===== src/hdl/rmcw_pkg.sv =====
// Package for the antenna rotator motor controller with command watchdog.
// Holds the operation, command, motor and reply codes, field widths and reset values.
// No dependencies; used by the top level and its checker.

package rmcw_pkg;

    // Default width of the report and heartbeat timers.
    localparam int TIMER_BITS_DEFAULT = 16;

    // Field widths of one input beat.
    localparam int OP_W      = 2;
    localparam int CMD_W     = 4;
    localparam int SAMPLE_W  = 12;
    localparam int IN_TDATA_W = 32;

    // Field widths of one result beat.
    localparam int KIND_W     = 2;
    localparam int REPLY_AZ_W = 12;
    localparam int REPLY_EL_W = 11;
    localparam int OUT_TDATA_W = 32;

    // Configuration port widths.
    localparam int CFG_INDEX_W = 2;
    localparam int CFG_DATA_W  = 16;
    localparam int MS_W        = 16;

    // Saturating count of milliseconds since the last command.
    localparam int SINCE_W = 17;

    // Elevation clamp in tenths of a degree.
    localparam logic [REPLY_EL_W-1:0] EL_MAX = 11'd1800;

    // Configuration reset values.
    localparam logic [MS_W-1:0] TIMEOUT_RESET   = 16'd3000;
    localparam logic [MS_W-1:0] REPORT_RESET    = 16'd500;
    localparam logic [MS_W-1:0] HEARTBEAT_RESET = 16'd1000;

    // Operation codes carried in the input tuser.
    typedef enum logic [OP_W-1:0] {
        OP_TICK    = 2'd0,
        OP_COMMAND = 2'd1,
        OP_SAMPLE  = 2'd2
    } op_t;

    // Command codes; the rest are unknown and only clear the watchdog count.
    typedef enum logic [CMD_W-1:0] {
        CMD_ECHO      = 4'd0,
        CMD_CW        = 4'd1,
        CMD_CCW       = 4'd2,
        CMD_UP        = 4'd3,
        CMD_DOWN      = 4'd4,
        CMD_STOP_AZ   = 4'd5,
        CMD_STOP_EL   = 4'd6,
        CMD_STOP_ALL  = 4'd7,
        CMD_GET_POS   = 4'd8
    } cmd_t;

    // Motor state of one axis: forward is cw or up, reverse is ccw or down.
    typedef enum logic [1:0] {
        MOTOR_STOP = 2'd0,
        MOTOR_FWD  = 2'd1,
        MOTOR_REV  = 2'd2
    } motor_t;

    // Reply kinds carried in the result tuser.
    typedef enum logic [KIND_W-1:0] {
        REPLY_NONE   = 2'd0,
        REPLY_PONG   = 2'd1,
        REPLY_REPORT = 2'd2
    } reply_t;

    // Configuration register indexes.
    typedef enum logic [CFG_INDEX_W-1:0] {
        CFG_TIMEOUT     = 2'd0,
        CFG_REPORT      = 2'd1,
        CFG_HEARTBEAT   = 2'd2,
        CFG_ACTIVE_HIGH = 2'd3
    } cfg_index_t;

    // One result beat.
    typedef struct packed {
        reply_t                  reply_kind;
        logic [REPLY_EL_W-1:0]   reply_elevation;
        logic [REPLY_AZ_W-1:0]   reply_azimuth;
        logic                    timeout_stop;
        logic                    heartbeat_led;
        logic                    el_down_relay;
        logic                    el_up_relay;
        logic                    az_ccw_relay;
        logic                    az_cw_relay;
    } result_t;

endpackage


===== src/hdl/rotator_motor_command_watchdog.sv =====
// Antenna rotator motor controller with command watchdog: top level.
// Input register, single-pass state update, and a two-entry result buffer.
// Depends on rmcw_pkg.
//
// Items pass the input register, then the output or skid register.
// Throughput: one item per cycle until the skid register holds a stalled beat.
// Reset (rst_n low, asynchronous): motors stopped, timers, LED and positions
// cleared, configuration back to its defaults, both channels empty.

module rotator_motor_command_watchdog #(
    parameter int TIMER_BITS = rmcw_pkg::TIMER_BITS_DEFAULT
) (
    input  logic                                clk,
    input  logic                                rst_n,
    // Input stream.
    input  logic                                s_axis_tvalid,
    output logic                                s_axis_tready,
    // command_code [3:0], azimuth_sample [15:4], elevation_sample [27:16], zero above
    input  logic [rmcw_pkg::IN_TDATA_W-1:0]     s_axis_tdata,
    // operation [1:0]
    input  logic [rmcw_pkg::OP_W-1:0]           s_axis_tuser,
    // Result stream.
    output logic                                m_axis_tvalid,
    input  logic                                m_axis_tready,
    // az_cw_relay [0], az_ccw_relay [1], el_up_relay [2], el_down_relay [3],
    // heartbeat_led [4], timeout_stop [5], reply_azimuth [17:6],
    // reply_elevation [28:18], zero above
    output logic [rmcw_pkg::OUT_TDATA_W-1:0]    m_axis_tdata,
    // reply_kind [1:0]
    output logic [rmcw_pkg::KIND_W-1:0]         m_axis_tuser,
    // Configuration write channel.
    input  logic                                cfg_valid,
    output logic                                cfg_ready,
    input  logic [rmcw_pkg::CFG_INDEX_W-1:0]    cfg_index,
    input  logic [rmcw_pkg::CFG_DATA_W-1:0]     cfg_data
);

    localparam int CMP_W = (TIMER_BITS > rmcw_pkg::MS_W) ? TIMER_BITS : rmcw_pkg::MS_W;
    localparam int OUT_PAD_W = rmcw_pkg::OUT_TDATA_W - 29;

    // Configuration registers.
    logic [rmcw_pkg::MS_W-1:0] timeout_reg;
    logic [rmcw_pkg::MS_W-1:0] report_int_reg;
    logic [rmcw_pkg::MS_W-1:0] heartbeat_int_reg;
    logic                      active_high_reg;

    // Block state.
    rmcw_pkg::motor_t                az_motor_reg, az_motor_next;
    rmcw_pkg::motor_t                el_motor_reg, el_motor_next;
    logic [rmcw_pkg::SINCE_W-1:0]    since_reg, since_next;
    logic [TIMER_BITS-1:0]           report_timer_reg, report_timer_next;
    logic [TIMER_BITS-1:0]           heartbeat_timer_reg, heartbeat_timer_next;
    logic                            led_reg, led_next;
    logic [rmcw_pkg::SAMPLE_W-1:0]   az_pos_reg, az_pos_next;
    logic [rmcw_pkg::REPLY_EL_W-1:0] el_pos_reg, el_pos_next;

    // Input register.
    logic                            in_valid_reg, in_valid_next;
    rmcw_pkg::op_t                   in_op_reg;
    logic [rmcw_pkg::CMD_W-1:0]      in_cmd_reg;
    logic [rmcw_pkg::SAMPLE_W-1:0]   in_az_reg;
    logic [rmcw_pkg::SAMPLE_W-1:0]   in_el_reg;

    // Result buffer: output register and skid register.
    logic                            out_valid_reg, out_valid_next;
    logic                            skid_valid_reg, skid_valid_next;
    rmcw_pkg::result_t               out_data_reg, out_data_next;
    rmcw_pkg::result_t               skid_data_reg, skid_data_next;

    logic                            in_accept;
    logic                            advance;
    logic                            out_take;
    rmcw_pkg::result_t               result;

    logic [TIMER_BITS-1:0]           report_inc;
    logic [TIMER_BITS-1:0]           heartbeat_inc;
    rmcw_pkg::reply_t                reply;
    logic                            tstop;

    // Handshakes.
    assign in_accept     = s_axis_tvalid && s_axis_tready;
    assign advance       = in_valid_reg && !skid_valid_reg;
    assign out_take      = out_valid_reg && m_axis_tready;
    assign s_axis_tready = !in_valid_reg || !skid_valid_reg;
    assign cfg_ready     = 1'b1;

    // Saturating timer increments.
    assign report_inc    = (&report_timer_reg) ? report_timer_reg
                                               : report_timer_reg + 1'b1;
    assign heartbeat_inc = (&heartbeat_timer_reg) ? heartbeat_timer_reg
                                                  : heartbeat_timer_reg + 1'b1;

    // Single-pass update of the state for the item in the input register.
    always_comb
    begin
        az_motor_next        = az_motor_reg;
        el_motor_next        = el_motor_reg;
        since_next           = since_reg;
        report_timer_next    = report_timer_reg;
        heartbeat_timer_next = heartbeat_timer_reg;
        led_next             = led_reg;
        az_pos_next          = az_pos_reg;
        el_pos_next          = el_pos_reg;
        reply                = rmcw_pkg::REPLY_NONE;
        tstop                = 1'b0;

        case (in_op_reg)
            rmcw_pkg::OP_TICK:
            begin
                if (!(&since_reg))
                begin
                    since_next = since_reg + 1'b1;
                end
                report_timer_next = report_inc;
                if (CMP_W'(report_inc) >= CMP_W'(report_int_reg))
                begin
                    report_timer_next = '0;
                    reply             = rmcw_pkg::REPLY_REPORT;
                end
                heartbeat_timer_next = heartbeat_inc;
                if (CMP_W'(heartbeat_inc) >= CMP_W'(heartbeat_int_reg))
                begin
                    heartbeat_timer_next = '0;
                    led_next             = !led_reg;
                end
            end
            rmcw_pkg::OP_COMMAND:
            begin
                since_next = '0;
                case (in_cmd_reg)
                    rmcw_pkg::CMD_ECHO:     reply = rmcw_pkg::REPLY_PONG;
                    rmcw_pkg::CMD_CW:       az_motor_next = rmcw_pkg::MOTOR_FWD;
                    rmcw_pkg::CMD_CCW:      az_motor_next = rmcw_pkg::MOTOR_REV;
                    rmcw_pkg::CMD_UP:       el_motor_next = rmcw_pkg::MOTOR_FWD;
                    rmcw_pkg::CMD_DOWN:     el_motor_next = rmcw_pkg::MOTOR_REV;
                    rmcw_pkg::CMD_STOP_AZ:  az_motor_next = rmcw_pkg::MOTOR_STOP;
                    rmcw_pkg::CMD_STOP_EL:  el_motor_next = rmcw_pkg::MOTOR_STOP;
                    rmcw_pkg::CMD_STOP_ALL:
                    begin
                        az_motor_next = rmcw_pkg::MOTOR_STOP;
                        el_motor_next = rmcw_pkg::MOTOR_STOP;
                    end
                    rmcw_pkg::CMD_GET_POS:  reply = rmcw_pkg::REPLY_REPORT;
                    default:                reply = rmcw_pkg::REPLY_NONE;
                endcase
            end
            rmcw_pkg::OP_SAMPLE:
            begin
                az_pos_next = in_az_reg;
                if (in_el_reg > rmcw_pkg::SAMPLE_W'(rmcw_pkg::EL_MAX))
                begin
                    el_pos_next = rmcw_pkg::EL_MAX;
                end
                else
                begin
                    el_pos_next = in_el_reg[rmcw_pkg::REPLY_EL_W-1:0];
                end
            end
            default:
            begin
                reply = rmcw_pkg::REPLY_NONE;
            end
        endcase

        // Watchdog, checked on every item.
        if ((az_motor_next != rmcw_pkg::MOTOR_STOP || el_motor_next != rmcw_pkg::MOTOR_STOP)
            && since_next > rmcw_pkg::SINCE_W'(timeout_reg))
        begin
            az_motor_next = rmcw_pkg::MOTOR_STOP;
            el_motor_next = rmcw_pkg::MOTOR_STOP;
            tstop         = 1'b1;
        end
    end

    // Result fields; every relay pin is inverted when relays are active low.
    always_comb
    begin
        result.reply_kind    = reply;
        result.az_cw_relay   = (az_motor_next == rmcw_pkg::MOTOR_FWD) ^ !active_high_reg;
        result.az_ccw_relay  = (az_motor_next == rmcw_pkg::MOTOR_REV) ^ !active_high_reg;
        result.el_up_relay   = (el_motor_next == rmcw_pkg::MOTOR_FWD) ^ !active_high_reg;
        result.el_down_relay = (el_motor_next == rmcw_pkg::MOTOR_REV) ^ !active_high_reg;
        result.heartbeat_led = led_next;
        result.timeout_stop  = tstop;
        if (reply == rmcw_pkg::REPLY_REPORT)
        begin
            result.reply_azimuth   = az_pos_next;
            result.reply_elevation = el_pos_next;
        end
        else
        begin
            result.reply_azimuth   = '0;
            result.reply_elevation = '0;
        end
    end

    // Next values of the input register and the result buffer.
    always_comb
    begin
        in_valid_next   = in_valid_reg;
        out_valid_next  = out_valid_reg;
        skid_valid_next = skid_valid_reg;
        out_data_next   = out_data_reg;
        skid_data_next  = skid_data_reg;

        if (in_accept)
        begin
            in_valid_next = 1'b1;
        end
        else if (advance)
        begin
            in_valid_next = 1'b0;
        end

        if (out_take || !out_valid_reg)
        begin
            // Output register is free: refill from the skid beat first.
            if (skid_valid_reg)
            begin
                out_data_next = skid_data_reg;
            end
            else
            begin
                out_data_next = result;
            end
            out_valid_next  = skid_valid_reg || advance;
            skid_valid_next = 1'b0;
        end
        else if (advance)
        begin
            // Output beat stalls: park the new result in the skid register.
            skid_data_next  = result;
            skid_valid_next = 1'b1;
        end
    end

    // Control state, block state and configuration.
    always_ff @(posedge clk or negedge rst_n)
    begin
        if (!rst_n)
        begin
            timeout_reg         <= rmcw_pkg::TIMEOUT_RESET;
            report_int_reg      <= rmcw_pkg::REPORT_RESET;
            heartbeat_int_reg   <= rmcw_pkg::HEARTBEAT_RESET;
            active_high_reg     <= 1'b1;
            az_motor_reg        <= rmcw_pkg::MOTOR_STOP;
            el_motor_reg        <= rmcw_pkg::MOTOR_STOP;
            since_reg           <= '0;
            report_timer_reg    <= '0;
            heartbeat_timer_reg <= '0;
            led_reg             <= 1'b0;
            az_pos_reg          <= '0;
            el_pos_reg          <= '0;
            in_valid_reg        <= 1'b0;
            out_valid_reg       <= 1'b0;
            skid_valid_reg      <= 1'b0;
        end
        else
        begin
            in_valid_reg   <= in_valid_next;
            out_valid_reg  <= out_valid_next;
            skid_valid_reg <= skid_valid_next;

            if (advance)
            begin
                az_motor_reg        <= az_motor_next;
                el_motor_reg        <= el_motor_next;
                since_reg           <= since_next;
                report_timer_reg    <= report_timer_next;
                heartbeat_timer_reg <= heartbeat_timer_next;
                led_reg             <= led_next;
                az_pos_reg          <= az_pos_next;
                el_pos_reg          <= el_pos_next;
            end

            if (cfg_valid && cfg_ready)
            begin
                case (cfg_index)
                    rmcw_pkg::CFG_TIMEOUT:     timeout_reg       <= cfg_data;
                    rmcw_pkg::CFG_REPORT:      report_int_reg    <= cfg_data;
                    rmcw_pkg::CFG_HEARTBEAT:   heartbeat_int_reg <= cfg_data;
                    rmcw_pkg::CFG_ACTIVE_HIGH: active_high_reg   <= cfg_data[0];
                    default:                   active_high_reg   <= active_high_reg;
                endcase
            end
        end
    end

    // Payload registers.
    always_ff @(posedge clk)
    begin
        if (in_accept)
        begin
            in_op_reg  <= rmcw_pkg::op_t'(s_axis_tuser);
            in_cmd_reg <= s_axis_tdata[3:0];
            in_az_reg  <= s_axis_tdata[15:4];
            in_el_reg  <= s_axis_tdata[27:16];
        end
        out_data_reg  <= out_data_next;
        skid_data_reg <= skid_data_next;
    end

    // Result stream.
    assign m_axis_tvalid = out_valid_reg;
    assign m_axis_tuser  = out_data_reg.reply_kind;
    assign m_axis_tdata  = {{OUT_PAD_W{1'b0}},
                            out_data_reg.reply_elevation,
                            out_data_reg.reply_azimuth,
                            out_data_reg.timeout_stop,
                            out_data_reg.heartbeat_led,
                            out_data_reg.el_down_relay,
                            out_data_reg.el_up_relay,
                            out_data_reg.az_ccw_relay,
                            out_data_reg.az_cw_relay};

endmodule


===== config.mk =====
export PLATFORM = sky130hd
export DESIGN_NAME = rotator_motor_command_watchdog
export DESIGN_NICKNAME = d
export VERILOG_FILES = /design/src/hdl/rmcw_pkg.sv /design/src/hdl/rotator_motor_command_watchdog.sv
export SDC_FILE = /design/constraint.sdc
export NUM_CORES = 1
export LEC_CHECK = 0
export BUFFER_PORTS_ARGS = -buffer_cell sky130_fd_sc_hd__buf_2
export CAP_MARGIN = 15
export CORE_ASPECT_RATIO = 1.25
export CORE_UTILIZATION = 54
export CTS_BUF_LIST = sky130_fd_sc_hd__clkbuf_8 sky130_fd_sc_hd__clkbuf_16
export DETAILED_ROUTE_END_ITERATION = 8
export PLACE_DENSITY = 0.73
export SYNTH_ARGS = -nofsm -noshare
export SYNTH_HDL_FRONTEND = slang
export SYNTH_SLANG_ARGS = --single-unit

===== constraint.sdc =====
create_clock -name clk -period 6.6 [get_ports clk]
set_clock_uncertainty 0.05 [all_clocks]
set_input_delay 1.32 -clock clk [delete_from_list [all_inputs] [get_ports clk]]
set_output_delay 1.32 -clock clk [all_outputs]
set_load 0.1 [all_outputs]

* Word level (Yosys, flattened, before mapping) *
Index checks and enable logic that the tools add are counted.

storage, ports and cells
  flip-flop bits (word level) = 221
  output and inout port bits = 37
  word-level logic and storage cells = 125

cells by class
  add/sub/neg operators = 3
  order comparisons = 4
  eq/ne operators = 18
  muxes and demuxes = 27
  bitwise gates (word level) = 5
  reductions and logical operators = 31

operators with widths
  kind                   number
  $mux 16                4
  $pmux 17 s2            1
  $add 16x1->16 const B  2
  $ge 16x16->1           2
  $reduce_and 16->1      2
  $mux 31                1
  $mux 23                1
  $mux 11                2
  $add 17x1->17 const B  1
  $gt 17x16->1           1
  $mux 17                1
  $reduce_and 17->1      1
  $eq 4x3->1 const B     4
  $eq 2x2->1 const B     6
  $gt 12x11->1 const B   1
  $mux 12                1
  $pmux 2 s3             2
  $reduce_and 2->1       6
  $mux 2                 5
  $eq 2x1->1 const B     4
  $eq 4x2->1 const B     2
  $pmux 2 s2             2
  $reduce_bool 2->1      4
  $mux 1                 7
  10 further kinds       25

* Logic depth before layout (Yosys ltp) *
Gate-level depths: netlist (run 1).

  depth in word-level cells = 11
  gate-level depth with buffers = 17

* Worst setup path before layout (run 1) *
OpenSTA, ideal clock, no wires.

  path type = input to register
  start point = in m_axis_tready
  end point = reg skid_data_reg[0] (netlist name), enable pin
  library setup time = 0.419 ns
  data arrival time = 3.584 ns
  data required time = 6.131 ns
  path slack = 2.547 ns
  stages on the path = 2
  path through = nand2b_1 > nor2_1

on the way
  word-level cells in the longest chain between the ends = 4

RTL lines
  item                               RTL line                               source
  start: declaration                 rotator_motor_command_watchdog.sv:24   input logic m_axis_tready,
  $logic_and 1x1->1                  rotator_motor_command_watchdog.sv:83   assign out_take = out_valid_reg && m_axis_tready;
  $logic_or 1x1->1                   rotator_motor_command_watchdog.sv:215  if (out_take || !out_valid_reg)
  $not 1->1 (no source line)         n/a
  $reduce_and 2->1 (no source line)  n/a
  end signal: assignment             rotator_motor_command_watchdog.sv:300  skid_data_reg <= skid_data_next;
  end: declaration                   rotator_motor_command_watchdog.sv:68   rmcw_pkg::result_t skid_data_reg, skid_data_next;

No other way between the ends.
A chain may end at the register's enable or synchronous reset.

* Worst setup path in the final report (run 1) *
  start point = reg report_timer_reg[4]
  end point = reg out_data_reg (netlist bit m_axis_tdata[18]), data pin

on the way
  word-level cells in the longest chain between the ends = 8

RTL lines
  item                                                       RTL line                                                                    source
  start: declaration                                         rotator_motor_command_watchdog.sv:51                                        logic [TIMER_BITS-1:0] report_timer_reg, report_timer_next;
  start signal: assignment                                   rotator_motor_command_watchdog.sv:269                                       report_timer_reg <= report_timer_next;
  $add 16x1->16 / $reduce_and 16->1 (equally long branches)  rotator_motor_command_watchdog.sv:89, rotator_motor_command_watchdog.sv:88
  $mux 16 (*)                                                rotator_motor_command_watchdog.sv:88                                        assign report_inc = (&report_timer_reg) ? report_timer_reg
  $ge 16x16->1 (*)                                           rotator_motor_command_watchdog.sv:115                                       if (CMP_W'(report_inc) >= CMP_W'(report_int_reg))
  $mux 2 (*)                                                 rotator_motor_command_watchdog.sv:115
  $pmux 2 s2 (*)                                             rotator_motor_command_watchdog.sv:107                                       case (in_op_reg)
  $eq 2x2->1 (*)                                             rotator_motor_command_watchdog.sv:185                                       if (reply == rmcw_pkg::REPLY_REPORT)
  $mux 23 (*)                                                rotator_motor_command_watchdog.sv:185
  $mux 31 (*)                                                rotator_motor_command_watchdog.sv:218                                       if (skid_valid_reg)
  end signal: assignment                                     rotator_motor_command_watchdog.sv:299                                       out_data_reg <= out_data_next;
  end: declaration                                           rotator_motor_command_watchdog.sv:67                                        rmcw_pkg::result_t out_data_reg, out_data_next;

Every way passes the cells marked *; elsewhere a longest branch is shown, timed or not.

==> flow_summary.json, run 1 <==
{
  "status": "completed",
  "core.rowCount": 58,
  "htreeDepth": 1,
  "synth-seq-area-share_pct": 53.20,
  "path_cells": "nand3_1 > nor3_2 > nand3_1 > and3_1 > nand4_1 > xnor2_1 > ha_1 > a21o_1 > a21o_1 > a211oi_1 > o221ai_1 > buf_4 > a22oi_2 > buf_4 > o31ai_1",
  "yosys_warnings": 0,
  "core_area_um2": 20320,
  "hpwlAfterDp_um": 16240,
  "timing.reg2reg.setup_slack_ns": 1.73,
  "syn_inst": 1076,
  "async_flop_share_pct": 58.37,
  "rsz0062_at_grt": "no",
  "max_slew_margin_pct": 30.00,
  "routed.top_layer": "met4",
  "m1WireLength_um": 10220,
  "synth.top_cells.by_area": "edfxtp_1 (24%), dfrtp_1 (24%), ha_1 (5.6%), nand2_1 (4.9%), mux2_2 (4.7%)",
  "wl_per_cell_um": 16.27,
  "syn_avg_cell_area_um2": 10.51,
  "crit_type": "reg2reg",
  "wl_met3_um": 1070,
  "peakVddDrop_mv": 0.3380,
  "hold_violations": 0,
  "setup_slack_ns": 1.735,
  "viasPerCell": 5.639,
  "min_path_type": "reg2reg",
  "antennaDiodeCount": 0,
  "dieArea_um2": 21530,
  "drive_above_1_share_pct": 19.04,
  "cp_max_fo": 21,
  "cp_data_required_time_ns": 6.76,
  "largest_reg_flops": 31,
  "area_growth_pct": 12.82,
  "cap_violations": 0,
  "dp_slack_ns": 1.746,
  "power.density_nw_per_um2": 307.1,
  "cts_resized": 0,
  "cts_root_buf": "clkbuf_16",
  "syn_area_um2": 11310,
  "cts_tree": "built",
  "drv_slew": 0,
  "clkTransAtPathRegs_ns": 0.06,
  "cp-start-kind": "flop",
  "grt_max_degree": 57,
  "cp-endpoint": "m_axis_tdata[18]$_DFFE_PN_",
  "grtUsageTotal_pct": 22.22,
  "final_nets": 1256,
  "synthFlopType": "dfrtp_1",
  "critPathCaptureType": "flop",
  "grt_pass1_vias": 7912,
  "clock_sinks": 221,
  "antenna_left": 0,
  "grt_pass1_wl_um": 38880,
  "finalSetupTns_ns": 0,
  "min_period_over_period_pct": 73.71,
  "synth_top_area_share_pct": 24.43,
  "drt_iter0_drc": 535,
  "setup_viol_count_final": 0,
  "r2r-end": "m_axis_tdata[18]$_DFFE_PN_",
  "io_pins": 94,
  "die-width_um": 131.4,
  "synth_edf_count": 92,
  "numCtsBuffers": 24,
  "clk_latency_ns": 0.51,
  "wirelength_um": 23360,
  "post_cts_buffers": 0,
  "slowest_stage": "a22oi_2",
  "met2_length_um": 11660,
  "worst-slew-pin-transition_ns": 1.050,
  "reg2reg_depth": 15,
  "r2r-start": "report_timer_reg[4]$_DFFE_PN0P_",
  "fp.dieH_um": 163.8,
  "leakagePower_nw": 5.529,
  "firstDrtPassIters": 7,
  "place_congestion": 0.8309,
  "cts.path.max_buffers": 3,
  "slowest_delay_ns": 0.84,
  "antenna_found_initial": 0,
  "hold_buffers": 0,
  "cp.arrival_ns": 5.03,
  "drcViolationCount": 0,
  "synth_cell_types": 68,
  "vias": 8097,
  "portBuffers": 85,
  "grt.overflow.total": 0,
  "synth-seq-cells": 221,
  "synth_top_cell_by_area": "edfxtp_1",
  "timing.final.crit_period_ns": 4.865,
  "fill_cells": 1629,
  "crit_path_start": "report_timer_reg[4]$_DFFE_PN0P_",
  "start_util_pct": 55.65,
  "timing.fmax_ghz": 0.2055
}
per-layer routing:
| metal | track usage [%] | vias up |
|---|---|---|
| met5 | 0 | - |
| met4 | 5.867 | 0 |
| met3 | 2.716 | 32 |
| met2 | 39.56 | 212 |
| met1 | 28.71 | 3876 |
| li1 | - | 3977 |
power breakdown:
group          leakage (nW)  internal, mW  switching [mW]
Combinational          2.62         0.281           0.539
Sequential             2.52          1.65           0.135
Clock                 0.394         0.784           0.529
Total                  5.53          2.71            1.20
cells by family (layout without fill, tap and decap cells):
logic type / after synthesis / count (layout) / synth area share, %
other: 2 / 4 / 0.06641
DFF: 221 / 221 / 53.20
and+or+nand+nor: 360 / 360 / 14.70
muxes: 60 / 60 / 5.831
xor gates and xnor gates: 41 / 41 / 3.176
adders and majority gates: 51 / 51 / 5.643
buffers and inverters: 110 / 198 / 3.950
AOI/OAI and AO/OA: 231 / 231 / 13.43
cells in the final DEF (no fill, tap or decap), drive strengths merged, types with 20 or more instances in the layout:
master / count
edfxtp: 92
dfrtp: 109
ha: 51
a21oi: 43
dfstp: 20
xnor2: 28
buf: 100
o21ai: 72
o31ai: 36
clkbuf: 27
mux2: 47
nor2: 76
inv: 58
nand2: 149
nand3: 37
stage by stage:
stage | cell area, um^2 | util, % | power, mW | instances | hold slack, ns
after floorplan | 11320 | - | 2.422 | 1078 | 0.3905
after global placement | 11970 | 58.92 | 2.599 | 1392 | 0.4040
after detailed placement | 11970 | 58.92 | 2.631 | 1392 | 0.4114
after CTS | 12760 | 62.79 | 3.954 | 1436 | 0.4252
after global routing | 12760 | 62.79 | 4.122 | 1436 | 0.4449
final | 12760 | 62.79 | 3.918 | 1436 | 0.4212
synthesized netlist by cell type (4+ instances only):
| cell type | number |
|---|---|
| a211oi_1 | 8 |
| a21o_1 | 7 |
| a21oi_1 | 43 |
| a22o_1 | 19 |
| a22oi_1 | 5 |
| a31oi_1 | 10 |
| and2_1 | 6 |
| and3_1 | 19 |
| and4_1 | 4 |
| buf_2 | 8 |
| buf_4 | 4 |
| clkbuf_1 | 41 |
| dfrtp_1 | 109 |
| dfstp_2 | 20 |
| edfxtp_1 | 92 |
| ha_1 | 51 |
| inv_1 | 54 |
| mux2_2 | 47 |
| mux2i_1 | 13 |
| nand2_1 | 149 |
| nand2b_1 | 16 |
| nand3_1 | 37 |
| nand3b_1 | 4 |
| nand4_1 | 12 |
| nor2_1 | 75 |
| nor2b_1 | 8 |
| nor3_1 | 14 |
| nor4_1 | 4 |
| o21a_1 | 7 |
| o21ai_0 | 69 |
| o31ai_1 | 36 |
| xnor2_1 | 28 |
| xor2_1 | 13 |
worst max-delay path: cells and delay by family (launching register included):
kind,cells,cell delay (ns)
AOI/OAI and AO/OA,6,1.73
xor gates and xnor gates,1,0.15
and+or+nand+nor,5,1.31
adders and majority gates,1,0.27
buffers and inverters,2,0.58
DFF,1,0.47
worst min-delay path by stage:
stage                                 from  depth (start not counted)                   endpoint
detailed placement  in_az_reg[4]$_DFFE_PP_                          2  az_pos_reg[4]$_DFFE_PN0P_
CTS                 in_az_reg[4]$_DFFE_PP_                          2  az_pos_reg[4]$_DFFE_PN0P_
finish              in_az_reg[4]$_DFFE_PP_                          2  az_pos_reg[4]$_DFFE_PN0P_
global route        in_az_reg[4]$_DFFE_PP_                          2  az_pos_reg[4]$_DFFE_PN0P_
floorplan           in_az_reg[0]$_DFFE_PP_                          2  az_pos_reg[0]$_DFFE_PN0P_
global placement    in_az_reg[4]$_DFFE_PP_                          2  az_pos_reg[4]$_DFFE_PN0P_
area by class of cell:
cell class | count | area (um^2) | share of cell area (%)
clock inverter | 17 | 132.6 | 1.040
timing repair buffer | 100 | 540.5 | 4.237
multi-input combinational | 747 | 4875 | 38.21
inverter | 54 | 202.7 | 1.589
clock buffer | 27 | 653.1 | 5.119
tap | 270 | 337.8 | 2.648
sequential | 221 | 6017 | 47.16
(Power assumes the default switching activity.)
==> run 2, diff against run 1 <==
Clock period 6.6 ns to 4.6 ns, I/O delays scaled along.
==> flow_summary.json, run 2 (synthesized netlist as in run 1, its figures left out) <==
{
  "grt.overflow.total": 0,
  "clock_sinks": 221,
  "post_cts_buffers": 0,
  "cts_root_buf": "clkbuf_16",
  "leakagePower_nw": 5.546,
  "worst-slew-pin-transition_ns": 0.9592,
  "whs_ns": 0.4227,
  "clk_latency_ns": 0.51,
  "die-width_um": 131.4,
  "start_util_pct": 55.65,
  "hold_violations": 0,
  "rsz0062_at_grt": "no",
  "cp-start-kind": "flop",
  "antennaDiodeCount": 0,
  "crit_type": "reg2reg",
  "power.density_nw_per_um2": 434.4,
  "cts_resized": 0,
  "drive_above_1_share_pct": 19.56,
  "antenna_found_initial": 0,
  "slowest_stage": "and2_1",
  "timing.fmax_ghz": 0.2370,
  "hold_buffers": 0,
  "fp.dieH_um": 163.8,
  "largest_reg_flops": 31,
  "min_period_over_period_pct": 91.74,
  "min_path_type": "reg2reg",
  "cp.buffers_inverters": 0,
  "setup_viol_count_final": 0,
  "cts_tree": "built",
  "critPathCaptureType": "flop",
  "cp_max_fo": 12,
  "area_growth_pct": 13.06,
  "final_nets": 1263,
  "max_slew_margin_pct": 35.77,
  "portBuffers": 85,
  "drv_slew": 0,
  "grt_pass1_vias": 8004,
  "layout_common_cells": "nand2_1 (149), dfrtp_1 (108), edfxtp_1 (92)",
  "power_mw": 5.553,
  "wirelength_um": 23920,
  "dieArea_um2": 21530,
  "final_common_cell": "nand2_1",
  "drcViolationCount": 0,
  "path_cells": "ha_1 > nand3_1 > nor3_1 > nand2b_1 > and2_1 > and3_1 > xor2_1 > ha_1 > nand4_1 > a211oi_1 > a2111o_1 > and2_1 > o21ai_0 > a22o_1",
  "viasPerCell": 5.672,
  "cp.arrival_ns": 4.56,
  "grt_pass1_wl_um": 39720,
  "vias": 8174,
  "grt_max_degree": 63,
  "antenna_left": 0,
  "io_pins": 94,
  "cap_violations": 0,
  "finalSetupTns_ns": 0,
  "firstDrtPassIters": 5,
  "numCtsBuffers": 23,
  "place_congestion": 0.8372,
  "slowest_delay_ns": 0.47,
  "cp_data_required_time_ns": 4.94,
  "grtUsageTotal_pct": 22.95,
  "core.rowCount": 58,
  "cts.path.max_buffers": 3,
  "timing.final.crit_period_ns": 4.220,
  "status": "completed",
  "drt_iter0_drc": 411,
  "wl_per_cell_um": 16.60,
  "clkTransAtPathRegs_ns": 0.06,
  "cp_top_family": "simple AND/OR/NAND/NOR gates",
  "hpwlAfterDp_um": 16770,
  "peakVddDrop_mv": 0.3380,
  "htreeDepth": 1,
  "core_area_um2": 20320
}
-- run 2: metal layers --
| layer | GRT usage, % | vias to the layer above | part of all wire, % | wire, um |
|---|---|---|---|---|
| met3 | 2.747 | 34 | 4.8 | 1156 |
| met5 | 0 | - | 0 | 0 |
| li1 | - | 3994 | - | - |
| met2 | 42.02 | 206 | 51 | 12150 |
| met1 | 28.76 | 3940 | 43 | 10200 |
| met4 | 5.867 | 0 | 1.7 | 407 |
-- run 2: layout make-up --
cell class	instances	area, um^2
clock buffers	26	628.1
well taps	270	337.8
inverters	54	202.7
multi-input cells	747	4880
flip-flops and latches	221	6017
clock inverters	15	106.4
repair buffers	108	613.1
fillers	1664	7535
-- run 2: stage by stage --
stage | utilization, % | cells | instance area, um^2 | worst slack (ns)
global route | 62.92 | 1441 | 12780 | 0.05369
global placement | 59.28 | 1400 | 12050 | 0.4650
floorplan | - | 1078 | 11320 | 0.7301
finish | 62.92 | 1441 | 12780 | 0.3800
detailed placement | 59.28 | 1400 | 12050 | 0.3696
CTS | 62.89 | 1441 | 12780 | 0.3403
-- run 2: final timing paths --
check                                                    from                            endpoint  slack [ns]  cells past startpoint
min reg2reg                            in_az_reg[8]$_DFFE_PP_           az_pos_reg[8]$_DFFE_PN0P_        0.42                      2
max in group asynchronous                               rst_n         active_high_reg$_DFFE_PN1P_        3.05                      2
max                        heartbeat_timer_reg[0]$_DFFE_PN0P_  heartbeat_timer_reg[0]$_DFFE_PN0P_        0.38                     14
min in group asynchronous                               rst_n  heartbeat_timer_reg[8]$_DFFE_PN0P_        0.46                      1
min                                    in_az_reg[8]$_DFFE_PP_           az_pos_reg[8]$_DFFE_PN0P_        0.42                      2
max reg2reg                heartbeat_timer_reg[0]$_DFFE_PN0P_  heartbeat_timer_reg[0]$_DFFE_PN0P_        0.38                     14
-- run 2: power by group --
group	internal [mW]	total (mW)	switching (mW)	leakage [nW]
logic	0.410	1.19	0.784	2.66
clock network	1.04	1.80	0.767	0.366
registers	2.36	2.56	0.191	2.52
total	3.81	5.55	1.74	5.55
-- run 2: tightest hold or removal path, stage by stage, from the launching register on --
cell	delay, ns
edfxtp_1	0.34
nand2_1	0.05
nand2_1	0.05
==> run 3, diff against run 2 <==
--- a/config.mk
+++ b/config.mk
@@ -8,5 +8,4 @@
 export BUFFER_PORTS_ARGS = -buffer_cell sky130_fd_sc_hd__buf_2
 export CAP_MARGIN = 15
-export CORE_ASPECT_RATIO = 1.25
 export CORE_UTILIZATION = 54
 export CTS_BUF_LIST = sky130_fd_sc_hd__clkbuf_8 sky130_fd_sc_hd__clkbuf_16
==> constraint.sdc (replaced) <==
create_clock -name clk -period 4.4 [get_ports clk]
set_clock_uncertainty 0.05 [all_clocks]
set_input_delay 0.88 -clock clk [delete_from_list [all_inputs] [get_ports clk]]
set_output_delay 0.88 -clock clk [all_outputs]
set_load 0.005 [all_outputs]
==> flow_summary.json, run 3 (synthesized netlist as in run 1, its figures left out) <==
{
  "io_pins": 94,
  "timing.reg2reg.setup_slack_ns": 0.24,
  "cp_max_fo": 12,
  "finalSetupTns_ns": 0,
  "p_sw_mw": 1.548,
  "core_area_um2": 20360,
  "cp-endpoint": "heartbeat_timer_reg[1]$_DFFE_PN0P_",
  "clk_latency_ns": 0.53,
  "path_cells": "ha_1 > nand3_1 > nor3_1 > nand2b_1 > nand2_1 > nor2_1 > xor2_1 > ha_1 > a211o_1 > o211ai_1 > a21oi_1 > a2111o_1 > and2_1 > nor2_2 > a32o_1",
  "cts.path.max_buffers": 3,
  "hold_violations": 0,
  "stdcell_count": 1447,
  "max_slew_margin_pct": 31.79,
  "layout_common_cells": "nand2_1 (149), dfrtp_1 (108), edfxtp_1 (92)",
  "drcViolationCount": 0,
  "clock_sinks": 221,
  "drt_iter0_drc": 435,
  "firstDrtPassIters": 7,
  "cp_common_cell": "ha_1",
  "slowest_stage": "nor2_2",
  "hpwlAfterDp_um": 16870,
  "htreeDepth": 1,
  "setup_slack_ns": 0.2357,
  "min_period_over_period_pct": 94.64,
  "post_cts_buffers": 0,
  "dp_cells": 1402,
  "start_util_pct": 55.53,
  "final_common_cell": "nand2_1",
  "setup_viol_count_final": 0,
  "antenna_left": 0,
  "min_path_type": "reg2reg",
  "timing.final.crit_period_ns": 4.164,
  "cp_data_required_time_ns": 4.80,
  "die-width_um": 146.7,
  "crit_type": "reg2reg",
  "peakVddDrop_mv": 0.3945,
  "wirelength_um": 24620,
  "place_congestion": 0.8655,
  "viasPerCell": 5.704,
  "power.density_nw_per_um2": 442.0,
  "cts_tree": "built",
  "critPathCaptureType": "flop",
  "combPwrFrac_pct": 17.2,
  "dp_slack_ns": 0.2511,
  "cp-start-kind": "flop",
  "worst-slew-pin-transition_ns": 1.021,
  "cts_root_buf": "clkbuf_16",
  "dieArea_um2": 21520,
  "grt.overflow.total": 0,
  "leakagePower_nw": 5.649,
  "portBuffers": 85,
  "drive_above_1_share_pct": 20.15,
  "internal_power_mw": 4.165,
  "rsz0062_at_grt": "no",
  "fill_cells": 1654,
  "grt_pass1_wl_um": 40790,
  "timing.fmax_ghz": 0.2401,
  "drv_slew": 0,
  "slowest_delay_ns": 0.50,
  "antenna_found_initial": 1,
  "area_growth_pct": 14.30,
  "numCtsBuffers": 24,
  "wl_per_cell_um": 17.02,
  "status": "completed",
  "cp.arrival_ns": 4.56,
  "vias": 8254,
  "grt_max_degree": 72,
  "r2r-start": "heartbeat_timer_reg[0]$_DFFE_PN0P_",
  "cp_num_cells": 15,
  "final_nets": 1266,
  "reg2reg_depth": 15,
  "cap_violations": 0,
  "cp.buffers_inverters": 0,
  "crit_path_start": "heartbeat_timer_reg[0]$_DFFE_PN0P_",
  "largest_reg_flops": 31,
  "swShare_pct": 27.10,
  "cp_top_family": "simple AND/OR/NAND/NOR gates",
  "core.rowCount": 52,
  "r2r-end": "heartbeat_timer_reg[1]$_DFFE_PN0P_",
  "grtUsageTotal_pct": 23.61,
  "clkTransAtPathRegs_ns": 0.06,
  "fp.dieH_um": 146.7,
  "seq_power_share_pct": 46.7,
  "grt_pass1_vias": 8093,
  "p_clk_share_pct": 36.1
}
## run 3: cell count changes in the layout (fill, tap and decap cells not counted), sizes merged
cell	delta
inv	+4
bufinv	+3
buf	+2
clkinv	-2
clkinvlp	-2
diode	+1
## run 3: worst min-delay path by stage
stage | startpoint | endpoint | slack, ns | depth (start not counted)
global route | in_az_reg[0]$_DFFE_PP_ | az_pos_reg[0]$_DFFE_PN0P_ | 0.44 | 2
floorplan | in_az_reg[0]$_DFFE_PP_ | az_pos_reg[0]$_DFFE_PN0P_ | 0.39 | 2
CTS | in_az_reg[0]$_DFFE_PP_ | az_pos_reg[0]$_DFFE_PN0P_ | 0.42 | 2
finish | in_az_reg[9]$_DFFE_PP_ | az_pos_reg[9]$_DFFE_PN0P_ | 0.42 | 2
detailed placement | in_az_reg[1]$_DFFE_PP_ | az_pos_reg[1]$_DFFE_PN0P_ | 0.41 | 2
global placement | in_az_reg[1]$_DFFE_PP_ | az_pos_reg[1]$_DFFE_PN0P_ | 0.40 | 2
## run 3: through the flow
step	util [%]	area, um^2	power [mW]	hold slack [ns]
5_1_grt	63.47	12920	6.001	0.4365
2_1_floorplan	-	11320	3.340	0.3905
3_3_place_gp	59.29	12070	3.624	0.4015
3_5_place_dp	59.29	12070	3.670	0.4077
6_report	63.47	12920	5.713	0.4235
4_1_cts	63.33	12900	5.738	0.4220
## run 3: cell type report
| type | count | area [um^2] | share of cell area, % |
|---|---|---|---|
| Antenna cell | 1 | 2.502 | 0.01936 |
| Tap cell | 270 | 337.8 | 2.614 |
| Inverter | 54 | 202.7 | 1.568 |
| Multi-Input combinational cell | 747 | 4901 | 37.92 |
| Clock buffer | 26 | 628.1 | 4.860 |
| Clock inverter | 18 | 195.2 | 1.510 |
| Sequential cell | 221 | 6017 | 46.55 |
| Timing Repair Buffer | 110 | 640.6 | 4.956 |
## run 3: power by group through the flow
stage / clock, mW / combinational, mW / sequential (mW)
after CTS: 2.09 / 0.985 / 2.66
final: 2.06 / 0.983 / 2.67
after global routing: 2.18 / 1.12 / 2.70
after detailed placement: 0 / 0.972 / 2.70
after global placement: 0 / 0.938 / 2.69
after floorplan: 0 / 0.705 / 2.63
## run 3: metal layers
layer	vias to the layer above	share of wire (%)	global-route usage, %
met5	-	0	0
met4	0	3.1	8.646
met2	205	49	40.09
met3	48	4.4	2.950
li1	4004	-	-
met1	3997	43	31.14
## run 3: worst register-to-register path: stages, from the launching register on
cell	delay [ns]
dfrtp_1	0.45
ha_1	0.25
nand3_1	0.16
nor3_1	0.27
nand2b_1	0.28
nand2_1	0.23
nor2_1	0.09
xor2_1	0.16
ha_1	0.30
a211o_1	0.26
o211ai_1	0.08
a21oi_1	0.10
a2111o_1	0.34
and2_1	0.33
nor2_2	0.51
a32o_1	0.24
## run 3: timing repair
| action | CTS | global route |
|---|---|---|
| hold buffers | 0 | 0 |
| endpoints found under the setup margin | 0 | 16 |
| resized for setup | 0 | 5 |
